**src/hw/rtl/ntis_pkg.sv**
```systemverilog
package ntis_pkg;

  // Table geometry and time format.
  localparam int unsigned TABLE_DEPTH = 4096;
  localparam int unsigned TIME_BITS   = 64;
  localparam int unsigned IDX_W       = $clog2(TABLE_DEPTH);
  localparam int unsigned CNT_W       = IDX_W + 1;
  // Signed search bounds: one bit for the sign, one to hold sums of two bounds.
  localparam int unsigned PTR_W       = CNT_W + 1;

  // Stream payload widths.
  localparam int unsigned OP_W        = 2;
  localparam int unsigned IN_DATA_W   = 64;
  localparam int unsigned OUT_W       = 12;
  localparam int unsigned OUT_DATA_W  = ((OUT_W + 7) / 8) * 8;

  // Command queue between the front and the back.
  localparam int unsigned QUEUE_DEPTH = 2;
  localparam int unsigned QPTR_W      = $clog2(QUEUE_DEPTH);
  localparam int unsigned QLVL_W      = $clog2(QUEUE_DEPTH + 1);

  // Opcodes on the input stream.
  localparam logic [OP_W-1:0] OP_LOAD  = 2'd0;
  localparam logic [OP_W-1:0] OP_QUERY = 2'd1;
  localparam logic [OP_W-1:0] OP_CLEAR = 2'd2;

  typedef enum logic [1:0] {
    CMD_LOAD,
    CMD_QUERY,
    CMD_CLEAR
  } cmd_kind_e;

  typedef struct packed {
    cmd_kind_e                    kind;
    logic signed [TIME_BITS-1:0]  tval;
  } cmd_t;

endpackage

```
**src/hw/rtl/ntis_front.sv**
```systemverilog
module ntis_front import ntis_pkg::*; (
  input  logic                  clk_i,
  input  logic                  rst_ni,
  input  logic                  in_valid_i,
  output logic                  in_ready_o,
  input  logic [OP_W-1:0]       in_op_i,
  input  logic [TIME_BITS-1:0]  in_time_i,
  output logic                  cmd_valid_o,
  input  logic                  cmd_ready_i,
  output cmd_t                  cmd_o
);

  cmd_t              fifo_q [QUEUE_DEPTH];
  logic [QPTR_W-1:0] wr_ptr_q, rd_ptr_q;
  logic [QLVL_W-1:0] level_q;
  logic              keep;
  cmd_kind_e         kind;
  logic              push, pop;

  // Map the opcode to a command; the unused opcode is taken and dropped here.
  always_comb begin
    keep = 1'b1;
    kind = CMD_LOAD;
    case (in_op_i)
      OP_LOAD:  kind = CMD_LOAD;
      OP_QUERY: kind = CMD_QUERY;
      OP_CLEAR: kind = CMD_CLEAR;
      default:  keep = 1'b0;
    endcase
  end

  assign in_ready_o  = (level_q != QLVL_W'(QUEUE_DEPTH));
  assign cmd_valid_o = (level_q != '0);
  assign cmd_o       = fifo_q[rd_ptr_q];
  assign push        = in_valid_i && in_ready_o && keep;
  assign pop         = cmd_valid_o && cmd_ready_i;

  always_ff @(posedge clk_i) begin
    if (push) begin
      fifo_q[wr_ptr_q] <= '{kind: kind, tval: $signed(in_time_i)};
    end
  end

  always_ff @(posedge clk_i or negedge rst_ni) begin
    if (!rst_ni) begin
      wr_ptr_q <= '0;
      rd_ptr_q <= '0;
      level_q  <= '0;
    end else begin
      if (push) begin
        wr_ptr_q <= (wr_ptr_q == QPTR_W'(QUEUE_DEPTH - 1)) ? '0 : wr_ptr_q + 1'b1;
      end
      if (pop) begin
        rd_ptr_q <= (rd_ptr_q == QPTR_W'(QUEUE_DEPTH - 1)) ? '0 : rd_ptr_q + 1'b1;
      end
      if (push && !pop) begin
        level_q <= level_q + 1'b1;
      end else if (pop && !push) begin
        level_q <= level_q - 1'b1;
      end
    end
  end

`ifndef SYNTHESIS
  a_level_bound: assert property (@(posedge clk_i) disable iff (!rst_ni)
    level_q <= QLVL_W'(QUEUE_DEPTH))
    else $error("command queue overfilled");
`endif

endmodule

```
**config.mk**
```make
export PLATFORM = sky130hd
export DESIGN_NAME = ntis_front
export DESIGN_NICKNAME = d
export VERILOG_FILES = /design/src/hw/rtl/ntis_pkg.sv /design/src/hw/rtl/ntis_front.sv
export SDC_FILE = /design/constraint.sdc
export NUM_CORES = 1
export LEC_CHECK = 0
export BUFFER_PORTS_ARGS = -buffer_cell sky130_fd_sc_hd__buf_2
export CORE_MARGIN = 5
export CORE_UTILIZATION = 56
export CTS_CLUSTER_SIZE = 30
export DETAILED_ROUTE_END_ITERATION = 10
export MAX_ROUTING_LAYER = met4
export PLACE_DENSITY = 0.95
export SYNTH_ARGS = -nofsm -noshare
export SYNTH_HDL_FRONTEND = slang
export SYNTH_SLANG_ARGS = --single-unit
```
**constraint.sdc**
```tcl
create_clock -name clk_i -period 8.5 [get_ports clk_i]
set_clock_uncertainty 0.1 [all_clocks]
set_input_delay 0.85 -clock clk_i [delete_from_list [all_inputs] [get_ports clk_i]]
set_output_delay 0.85 -clock clk_i [all_outputs]
set_load 0.05 [all_outputs]
```
==> reports/qor.yml <==
status: "finished, final reports clean"
antenna_cells: 0
hold_slack_ps: 48.1
nNetsFinal: 449
slew_viol_final: 0
grt_setup_unrepaired: "no"
syn_nets: 298
syn_area_per_cell_um2: 22.4
syn_area_um2: 5090
arrival_ps: 2290
finalSetupTns_ps: 0
h-tree-depth: 4
setup_viol: 0
power_density_nw_per_um2: 409
wl_per_cell_um: 17.6
drc_errors: 0
grt_usage: 0.169
cts_buffer_depth: 2
die_w_um: 105
grt_pass1_wl_mm: 13.8
ios: 138
ys_seq_area_frac: 0.799
worst_slew_pin_slew_ps: 1030
regArea_um2: 4070
cts.sinks: 136
worst_slack_ps: 5260
avgViaCountPerCell: 5.16
drt_pass1_iterations: 4
p_leak_uw: 0.00253
clock.fmax_ghz: 0.309
final_util: 0.736
max_stage_delay_ps: 1090
clk_latency_ps: 490
die_h_um: 105
grt_overflow: 0
drt-total-wl_mm: 8.79
num_vias: 2575
antenna_found_initial: 0
period_minus_slack_ps: 3240
rows: 34
drive_gt1_frac: 0.611
synth.most_common_cell: "edfxtp_1"
drt_iter0_drc: 140
synth.distinct_cells: 17
layout.cells.non_filler: 499
multi_input_area_um2: 976
dieArea_um2: 11100
ys_ff_latch: 136
ys.flop_type: "edfxtp_1"
maxCapViolations: 0
synthTopCellsByCount: "132 x edfxtp_1, 36 x mux2_2, 30 x mux2_4"
place_congestion: 0.705
ys_top_cells_by_area: "edfxtp_1 78%, mux2_4 8.9%, mux2_2 8.0%, dfrtp_1 2.0%, buf_6 0.66%"
yosysWarnings: 0
numPortBuffers: 137
core_um2: 8810
hold_class: "in2async"
clk_pin_slew_ps: 60
crit_type: "reg2out"
grt_start_max_net_pins: 68
max_slew_margin: 0.313
cp.required_ps: 7550
dp_cells: 467
period_share: 0.381
worst_path_max_delay_cell: "dfrtp_4"
pre_cts_slack_ps: 5360
cts_root_buf: "clkbuf_8"
initial_utilization: 0.578
async_reset_ff_frac: 0.0294
first_global_vias: 2761
dp_hpwl_mm: 6.01
hold_viol: 0
synth_top_cell_area_share: 0.779
post-cts-setup-buffers: 0
ir_drop_uv: 268
fillCellCount: 553
crit_path_max_fanout: 67
start_kind: "flop"
syn_inst: 227
syn_to_final_growth_pct: 27.3
ant_nets: 0
cts_tree: "done"
yosysTopAreaCell: "edfxtp_1"
endpoint_kind: "primary output"
ctsHoldBuffers: 0
post_cts_resized: 0
synth-edff-count: 132
numCtsBuffers: 17
worstRegToRegCells: 4
cp_cell_sequence: "mux2_2, buf_2"
registers in the layout, summed over array words and instances, names as in the netlist:
| register | cells |
|---|---|
| level_q | 2 |
| wr_ptr_q | 1 |
| fifo_q | 132 |
| rd_ptr_q | 1 |
worst paths after layout:
| kind | start | slack (ps) | end |
|---|---|---|---|
| worst max-delay path | rd_ptr_q | 5260 | cmd_o[3] |
| worst min-delay path | rst_ni | 50 | level_q[0] |
| worst max register to register | level_q[0] | 5840 | fifo_q[1][18] |
| worst min register to register | level_q[1] | 420 | level_q[1] |
| max in group asynchronous | rst_ni | 8120 | rd_ptr_q |
| min in group clk_i | level_q[1] | 420 | level_q[1] |
power breakdown:
group	total, µW	switching (µW)	internal [µW]
logic	950	650	301
clock network	716	266	450
registers	984	103	881
total	2650	1020	1630
per-layer routing:
layer  track usage  wire length (µm)  up-vias
met5             -                 0        -
met4        0.0562                79        0
met3        0.0532               565        9
met2         0.280              4510      104
met1         0.197              3630     1268
li1              -                 -     1194
cell usage in the layout, fill, tap and decap left out:
cell type,n
buf_2,137
edfxtp_1,132
mux2_2,36
mux2_4,30
clkbuf_16,16
clkinvlp_4,4
inv_6,4
xnor2_1,3
bufinv_16,3
dfrtp_1,3
nor2b_1,2
nand2_1,2
inv_1,2
nor2_4,2
xor2_1,2
clkbuf_1,2
buf_4,2
nand2b_1,1
nand3_1,1
or2_2,1
nor2_1,1
ha_1,1
clkbuf_8,1
clkinv_2,1
clkinv_4,1
dfrtp_4,1
through the flow:
| step | area, µm² | total power, µW |
|---|---|---|
| 2_1_floorplan | 5090 | 1770 |
| 3_3_place_gp | 5890 | 1940 |
| 3_5_place_dp | 5890 | 1960 |
| 4_1_cts | 6480 | 2680 |
| 5_1_grt | 6480 | 2750 |
| 6_report | 6480 | 2650 |
critical path: cells and delay by family, from the launching register on:
| family | cells | cell delay (ps) |
|---|---|---|
| multiplexers | 1 | 430 |
| flip-flops | 1 | 1090 |
| buffers and inverters | 1 | 210 |
cell type report:
cell class	instances	share of cell area
tap	108	0.0209
inverter	2	0.00116
clock buffer	19	0.0651
multi-input combinational	82	0.151
timing repair buffer	139	0.108
clock inverter	13	0.0261
sequential	136	0.628
logic make-up (layout without fill, tap and decap cells):
family	count (synthesis)	in the layout	share of synthesized area
xor+xnor	5	5	0.00861
fa+ha+maj	1	1	0.00246
buf+inv	9	173	0.0125
flops	136	136	0.799
mux	66	66	0.168
simple gates	10	10	0.00959
No activity file was read; power rests on OpenSTA's default activity.
